## src/lpg_pkg.sv

```systemverilog
`default_nettype none

package lpg_pkg;

    // Coordinate width, fixed by the item layout
    localparam int COORD_BITS = 6;
    // Signed error term: must hold -2*(2^COORD_BITS-1) up to 2^(COORD_BITS+1)-1
    localparam int ERR_BITS = COORD_BITS + 2;
    // Default depth of the command queue between front and back
    localparam int JOB_DEPTH_DEF = 2;

    typedef logic [COORD_BITS-1:0]     coord_t;
    typedef logic [COORD_BITS:0]       twice_t;
    typedef logic signed [ERR_BITS-1:0] err_t;

    // One line command
    typedef struct packed {
        coord_t start_x;
        coord_t start_y;
        coord_t end_x;
        coord_t end_y;
    } line_cmd_t;

    // One pixel of a line
    typedef struct packed {
        coord_t pixel_x;
        coord_t pixel_y;
        logic   last_pixel;
    } pixel_t;

    // Classified line, ready for stepping
    typedef struct packed {
        coord_t cur_x;
        coord_t cur_y;
        err_t   error_term;
        coord_t steps_left;   // pixels still to emit after the current one
        twice_t twice_dx;
        twice_t twice_dy;
        logic   x_negative;
        logic   y_negative;
        logic   x_major;
    } job_t;

    typedef enum logic {
        BK_IDLE,
        BK_RUN
    } back_state_t;

    // One step along an axis, wrapping at the coordinate width
    function automatic coord_t step_coord(coord_t c, logic negative);
        coord_t r;
        r = negative ? (c - coord_t'(1)) : (c + coord_t'(1));
        return r;
    endfunction

endpackage

`default_nettype wire

```

## src/lpg_front.sv

```systemverilog
`default_nettype none

module lpg_front (
    input  var lpg_pkg::line_cmd_t cmd,
    output var lpg_pkg::job_t      job
);
    import lpg_pkg::*;

    coord_t adx;
    coord_t ady;
    coord_t major_len;
    logic   x_major;

    // Absolute deltas and major axis; ties go to y
    always_comb
    begin
        adx       = (cmd.start_x >= cmd.end_x) ? (cmd.start_x - cmd.end_x)
                                               : (cmd.end_x - cmd.start_x);
        ady       = (cmd.start_y >= cmd.end_y) ? (cmd.start_y - cmd.end_y)
                                               : (cmd.end_y - cmd.start_y);
        x_major   = adx > ady;
        major_len = x_major ? adx : ady;
    end

    // Initial stepping state
    always_comb
    begin
        job.cur_x      = cmd.start_x;
        job.cur_y      = cmd.start_y;
        job.error_term = err_t'({2'b00, major_len});
        job.steps_left = major_len;
        job.twice_dx   = {adx, 1'b0};
        job.twice_dy   = {ady, 1'b0};
        job.x_negative = cmd.start_x > cmd.end_x;
        job.y_negative = cmd.start_y > cmd.end_y;
        job.x_major    = x_major;
    end

endmodule

`default_nettype wire

```

## src/lpg_job_queue.sv

```systemverilog
`default_nettype none

module lpg_job_queue #(
    parameter int DEPTH = lpg_pkg::JOB_DEPTH_DEF
) (
    input  var logic          clk,
    input  var logic          rst_n,
    input  var logic          push,
    input  var lpg_pkg::job_t push_job,
    output var logic          full,
    input  var logic          pop,
    output var lpg_pkg::job_t head_job,
    output var logic          empty
);
    import lpg_pkg::*;

    localparam int PTR_W = (DEPTH > 1) ? $clog2(DEPTH) : 1;
    localparam int CNT_W = $clog2(DEPTH + 1);

    job_t             slot_reg [DEPTH];
    logic [PTR_W-1:0] wr_ptr_reg, wr_ptr_next;
    logic [PTR_W-1:0] rd_ptr_reg, rd_ptr_next;
    logic [CNT_W-1:0] count_reg, count_next;
    logic             do_push;
    logic             do_pop;

    assign full     = (count_reg == CNT_W'(DEPTH));
    assign empty    = (count_reg == '0);
    assign head_job = slot_reg[rd_ptr_reg];
    assign do_push  = push && !full;
    assign do_pop   = pop && !empty;

    // Pointer and fill tracking
    always_comb
    begin
        wr_ptr_next = wr_ptr_reg;
        rd_ptr_next = rd_ptr_reg;
        count_next  = count_reg;
        if (do_push)
        begin
            wr_ptr_next = (wr_ptr_reg == PTR_W'(DEPTH - 1)) ? '0 : wr_ptr_reg + 1'b1;
        end
        if (do_pop)
        begin
            rd_ptr_next = (rd_ptr_reg == PTR_W'(DEPTH - 1)) ? '0 : rd_ptr_reg + 1'b1;
        end
        if (do_push && !do_pop)
        begin
            count_next = count_reg + 1'b1;
        end
        else if (do_pop && !do_push)
        begin
            count_next = count_reg - 1'b1;
        end
    end

    always_ff @(posedge clk or negedge rst_n)
    begin
        if (!rst_n)
        begin
            wr_ptr_reg <= '0;
            rd_ptr_reg <= '0;
            count_reg  <= '0;
        end
        else
        begin
            wr_ptr_reg <= wr_ptr_next;
            rd_ptr_reg <= rd_ptr_next;
            count_reg  <= count_next;
        end
    end

    // Slot storage
    always_ff @(posedge clk)
    begin
        if (do_push)
        begin
            slot_reg[wr_ptr_reg] <= push_job;
        end
    end

endmodule

`default_nettype wire

```

## src/lpg_back.sv

```systemverilog
`default_nettype none

module lpg_back (
    input  var logic            clk,
    input  var logic            rst_n,
    input  var logic            job_empty,
    input  var lpg_pkg::job_t   head_job,
    output var logic            job_pop,
    output var lpg_pkg::pixel_t pixel,
    output var logic            empty,
    input  var logic            pop
);
    import lpg_pkg::*;

    back_state_t state_reg, state_next;
    job_t        job_reg, job_next;
    pixel_t      out_reg, out_next;
    logic        out_valid_reg, out_valid_next;

    err_t   twice_minor;
    err_t   twice_major;
    err_t   err_dec;
    logic   minor_step;
    job_t   stepped;
    logic   advance;

    assign pixel = out_reg;
    assign empty = !out_valid_reg;

    // One midpoint step of the current line
    always_comb
    begin
        twice_minor = job_reg.x_major ? err_t'({1'b0, job_reg.twice_dy})
                                      : err_t'({1'b0, job_reg.twice_dx});
        twice_major = job_reg.x_major ? err_t'({1'b0, job_reg.twice_dx})
                                      : err_t'({1'b0, job_reg.twice_dy});
        err_dec     = job_reg.error_term - twice_minor;
        minor_step  = err_dec[ERR_BITS-1];
        stepped     = job_reg;
        stepped.error_term = minor_step ? (err_dec + twice_major) : err_dec;
        stepped.steps_left = job_reg.steps_left - 1'b1;
        if (job_reg.x_major || minor_step)
        begin
            stepped.cur_x = step_coord(job_reg.cur_x, job_reg.x_negative);
        end
        if (!job_reg.x_major || minor_step)
        begin
            stepped.cur_y = step_coord(job_reg.cur_y, job_reg.y_negative);
        end
    end

    // Emit a pixel when the output register is free or being taken
    assign advance = (state_reg == BK_RUN) && (!out_valid_reg || pop);

    // Sequencer: load a line, then one pixel per cycle while the output register is free or taken
    always_comb
    begin
        state_next     = state_reg;
        job_next       = job_reg;
        out_next       = out_reg;
        out_valid_next = out_valid_reg;
        job_pop        = 1'b0;

        if (pop && out_valid_reg)
        begin
            out_valid_next = 1'b0;
        end

        unique case (state_reg)
            BK_IDLE:
            begin
                if (!job_empty)
                begin
                    job_next   = head_job;
                    job_pop    = 1'b1;
                    state_next = BK_RUN;
                end
            end
            BK_RUN:
            begin
                if (advance)
                begin
                    out_next.pixel_x    = job_reg.cur_x;
                    out_next.pixel_y    = job_reg.cur_y;
                    out_next.last_pixel = (job_reg.steps_left == '0);
                    out_valid_next      = 1'b1;
                    if (job_reg.steps_left == '0)
                    begin
                        // Chain straight into the next queued line
                        if (!job_empty)
                        begin
                            job_next = head_job;
                            job_pop  = 1'b1;
                        end
                        else
                        begin
                            state_next = BK_IDLE;
                        end
                    end
                    else
                    begin
                        job_next = stepped;
                    end
                end
            end
            default:
            begin
                state_next = BK_IDLE;
            end
        endcase
    end

    always_ff @(posedge clk or negedge rst_n)
    begin
        if (!rst_n)
        begin
            state_reg     <= BK_IDLE;
            out_valid_reg <= 1'b0;
        end
        else
        begin
            state_reg     <= state_next;
            out_valid_reg <= out_valid_next;
        end
    end

    // Datapath registers
    always_ff @(posedge clk)
    begin
        job_reg <= job_next;
        out_reg <= out_next;
    end

endmodule

`default_nettype wire

```

## src/line_pixel_generator_unit.sv

```systemverilog
// Channel   Direction  Handshake           Payload
// command   in         push / full         cmd   (start_x, start_y, end_x, end_y)
// pixel     out        empty / pop         pixel (pixel_x, pixel_y, last_pixel)
//
// A line of major delta D gives D+1 pixels, one per cycle from the back end's stepping
// unit while the result is free or popped; an idle back end first loads it in BK_IDLE.
// Up to JOB_DEPTH classified commands wait in a queue; full rises when it is full.
// A low pop stalls only the back end: the front keeps filling the queue until it is full.
// rst_n clears the queue, the sequencer and the result valid flag at once.
`default_nettype none

module line_pixel_generator_unit #(
    parameter int JOB_DEPTH = lpg_pkg::JOB_DEPTH_DEF
) (
    input  var logic               clk,
    input  var logic               rst_n,
    input  var logic               push,
    output var logic               full,
    input  var lpg_pkg::line_cmd_t cmd,
    output var logic               empty,
    input  var logic               pop,
    output var lpg_pkg::pixel_t    pixel
);
    import lpg_pkg::*;

    job_t new_job;
    job_t head_job;
    logic job_empty;
    logic job_pop;

    // Front: classify the command
    lpg_front u_front (
        .cmd (cmd),
        .job (new_job)
    );

    // Decoupling queue
    lpg_job_queue #(
        .DEPTH (JOB_DEPTH)
    ) u_queue (
        .clk      (clk),
        .rst_n    (rst_n),
        .push     (push),
        .push_job (new_job),
        .full     (full),
        .pop      (job_pop),
        .head_job (head_job),
        .empty    (job_empty)
    );

    // Back: step out the pixels
    lpg_back u_back (
        .clk       (clk),
        .rst_n     (rst_n),
        .job_empty (job_empty),
        .head_job  (head_job),
        .job_pop   (job_pop),
        .pixel     (pixel),
        .empty     (empty),
        .pop       (pop)
    );

endmodule

`default_nettype wire

```

## config.mk

```make
export PLATFORM = sky130hd
export DESIGN_NAME = line_pixel_generator_unit
export DESIGN_NICKNAME = d
export VERILOG_FILES = /design/src/lpg_pkg.sv /design/src/lpg_front.sv /design/src/lpg_job_queue.sv /design/src/lpg_back.sv /design/src/line_pixel_generator_unit.sv
export SDC_FILE = /design/constraint.sdc
export NUM_CORES = 1
export LEC_CHECK = 0
export BUFFER_PORTS_ARGS = -buffer_cell sky130_fd_sc_hd__buf_2
export CAP_MARGIN = 25
export CELL_PAD_IN_SITES_DETAIL_PLACEMENT = 0
export CELL_PAD_IN_SITES_GLOBAL_PLACEMENT = 2
export CORE_MARGIN = 1
export CORE_UTILIZATION = 49
export CTS_BUF_LIST = sky130_fd_sc_hd__clkbuf_4 sky130_fd_sc_hd__clkbuf_8
export DETAILED_ROUTE_END_ITERATION = 6
export GPL_TIMING_DRIVEN = 0
export PLACE_DENSITY = 0.88
export SYNTH_ARGS = -nofsm -noshare
export SYNTH_HDL_FRONTEND = slang
export SYNTH_HIERARCHICAL = 1
export SYNTH_SLANG_ARGS = --single-unit
```

## constraint.sdc

```tcl
create_clock -name clk -period 11 [get_ports clk]
set_clock_uncertainty 0.15 [all_clocks]
set_input_delay 2.2 -clock clk [delete_from_list [all_inputs] [get_ports clk]]
set_output_delay 2.2 -clock clk [all_outputs]
set_load 0.05 [all_outputs]
```

==> flow_summary.json <==
{
  "die_w_microns": 136,
  "wl_met1_microns": 8210,
  "hold_end": "u_back/pixel[11]",
  "crit_type": "in -> reg",
  "avgSynthCellArea_sq_um": 12.8,
  "cp_num_buf_inv": 6,
  "clockRootBuffer": "clkbuf_8",
  "path_cells": "buf_2, inv_1, ha_1, inv_1, fa_1, a21o_1, a221oi_2, o21ai_2, mux2i_1, xnor2_1, inv_1, ha_1, nand4_1, nor2_1, o32a_1, clkbuf_1, mux2_2, buf_4",
  "fin_crit_ns": 5.91,
  "highest_layer": "met4",
  "drt_first_pass_iters": 5,
  "max_slew_margin": 0.317,
  "worstPathRequired_ns": 11.04,
  "fin_crit_sh": 0.538,
  "synth-simple-area-share": 0.0556,
  "die_h_microns": 136,
  "r2r-end": "u_back/job_reg[36]",
  "min_from": "u_back/job_reg[41]",
  "cts_tree": "built",
  "grt_usage": 0.209,
  "cp-end-kind": "flop",
  "synth-edff-count": 142,
  "holdCritPathClass": "reg -> reg",
  "ys_top_cells_by_area": "edfxtp_1 49%, ha_1 7.4%, mux2_4 6.7%",
  "routedWlPerCell_microns": 18.5,
  "syn-cell-area_sq_um": 8730,
  "cpMostUsedCell": "inv_1",
  "grt_pass1_vias": 5356,
  "h-tree-depth": 4,
  "synth_top_cell_area_share": 0.488,
  "dp_slack_ns": 4.63,
  "synth_cells": 685,
  "cts.sinks": 148,
  "drv_cap": 0,
  "routed_wl_microns": 18300,
  "antenna_found_initial": 0,
  "run_status": "finished, final reports clean",
  "num-fill-cells": 1460,
  "drtIter0Drc": 311,
  "ir_drop_mv": 0.110,
  "wl_met2_microns": 8900,
  "drc": 0,
  "io_buffers": 42,
  "grt_max_degree": 37,
  "reg2reg_from": "u_back/job_reg[0]",
  "antenna_cells": 0,
  "dieArea_sq_um": 18400,
  "gp_congestion": 0.868,
  "start_util": 0.503,
  "crit_fanout": 7,
  "postCtsSetupRepairBufs": 0,
  "synthArstFlopShare": 0.0405,
  "crit_family": "adder cells",
  "synth_top_area_cell": "edfxtp_1",
  "setup_violations": 0,
  "via_per_inst": 5.56,
  "grt_pass1_wl_microns": 28500,
  "rsz0062_at_grt": "no",
  "max_freq_ghz": 0.169,
  "report.final.slew_viol_count": 0,
  "ys_ff_latch": 148,
  "hold_depth": 0,
  "routed-wl-met3_microns": 800,
  "core_area_sq_um": 17400,
  "synth-xor-area-share": 0.0271,
  "arrival_ns": 5.96,
  "r2r_slack_ns": 6.61,
  "critPathMaxStageDelay_ns": 0.44,
  "grt-ovfl-total": 0,
  "rows": 48,
  "cts_hold_buf": 0,
  "final_common_cell": "edfxtp_1",
  "ys_warn_count": 6,
  "slowest_stage": "xnor2_1",
  "largest_reg_flops": 86,
  "finalHoldViolCount": 0,
  "final_nets": 839,
  "ant_nets": 0,
  "layout_setup_ws_ns": 5.09,
  "areaGrowthSynthToFinish_pct": 10.8,
  "clkSlewWorstSetupHoldPaths_ns": 0.08,
  "setup_tns_ns": 0,
  "dp_hpwl_microns": 13800,
  "power_density_nw_per_um2": 261,
  "tightest_slew_ns": 1.02,
  "cts_resized": 0,
  "cts_buffers": 17,
  "synth_mux_area_frac": 0.143,
  "r2r.worst_path.cells": 11,
  "ys_seq_area_frac": 0.505,
  "synth_fa_ha_area_frac": 0.0928,
  "p_leak_uw": 0.00396,
  "start_kind": "input port",
  "synth_compound_area_frac": 0.108,
  "yosys.cell_types.count": 64,
  "layout-drive-gt1-share": 0.234,
  "num_vias": 5501,
  "ios": 43,
  "cts_buffer_depth": 2,
  "ys.flop_type": "edfxtp_1",
  "layout_common_cells": "142 x edfxtp_1, 63 x inv_1, 52 x ha_1, 48 x mux2i_1, 47 x buf_2",
  "synth_top_family_by_area": "multiplexers",
  "worst_skew_pair.late_latency_ns": 0.44
}
[how the worst max path moves through the flow]
| stage | from | to | cells past startpoint |
|---|---|---|---|
| after floorplan | cmd[18] | u_queue/slot_reg[0][24] | 17 |
| after global placement | cmd[12] | u_queue/slot_reg[0][24] | 18 |
| after detailed placement | cmd[12] | u_queue/slot_reg[0][24] | 18 |
| after CTS | cmd[12] | u_queue/slot_reg[0][24] | 18 |
| after global routing | cmd[12] | u_queue/slot_reg[1][24] | 18 |
| final | cmd[12] | u_queue/slot_reg[0][24] | 18 |
[report_power, final]
part	switching [uW]	internal (uW)	total (uW)
registers	71.1	845	917
logic	650	554	1200
clock network	208	202	410
total	929	1600	2530
[per-stage QoR]
step                      area, sq um  total power [uW]  utilization  cells  hold slack (ns)
final                            9680              2530        0.558    989            0.349
after global routing             9680              2680        0.558    989            0.352
after CTS                        9680              2540        0.558    989            0.346
after detailed placement         9290              2130        0.535    957            0.326
after global placement           9240              2080        0.532    955            0.318
after floorplan                  8750              1850            -    688            0.300
[synthesized netlist by cell type (3+ instances only)]
| library cell | instances |
|---|---|
| buf_6 | 3 |
| xor2_1 | 5 |
| mux2_2 | 15 |
| clkbuf_1 | 6 |
| mux2i_1 | 48 |
| xnor2_1 | 22 |
| dfrtp_1 | 6 |
| edfxtp_1 | 142 |
| mux2_4 | 39 |
| ha_1 | 52 |
| buf_12 | 4 |
| and3_1 | 5 |
| nand2_1 | 21 |
| nor3_1 | 8 |
| a211oi_1 | 19 |
| o21ai_0 | 21 |
| buf_4 | 23 |
| buf_2 | 5 |
| nand3_1 | 3 |
| nor2_1 | 37 |
| a21oi_1 | 35 |
| o21a_1 | 7 |
| a31oi_1 | 7 |
| inv_1 | 63 |
| nor2b_1 | 11 |
| a21o_1 | 14 |
| buf_1 | 7 |
| fa_1 | 8 |
| nand2b_1 | 5 |
[final cells by class]
type | count | area, sq um | area share
multi-input combinational | 429 | 3750 | 0.387
buffer | 48 | 360 | 0.0372
timing repair buffer | 44 | 250 | 0.0259
clock inverter | 15 | 154 | 0.0159
sequential | 148 | 4410 | 0.456
inverter | 63 | 236 | 0.0244
clock buffer | 17 | 234 | 0.0242
tap | 225 | 282 | 0.0291
[metal layers]
metal | up-vias | track usage
met5 | - | 0
met4 | 0 | 0.0799
met3 | 24 | 0.0352
met2 | 152 | 0.341
met1 | 2708 | 0.277
li1 | 2617 | -
[kinds of logic after synthesis]
family                   Yosys count
flip-flops                       148
AO/OA/AOI/OAI                    134
XOR/XNOR                          27
adder cells (fa/ha/maj)           60
other                              1
buffers and inverters            111
multiplexers                     103
AND/OR/NAND/NOR                  101
Note: power is estimated with default switching activity, not from simulation.
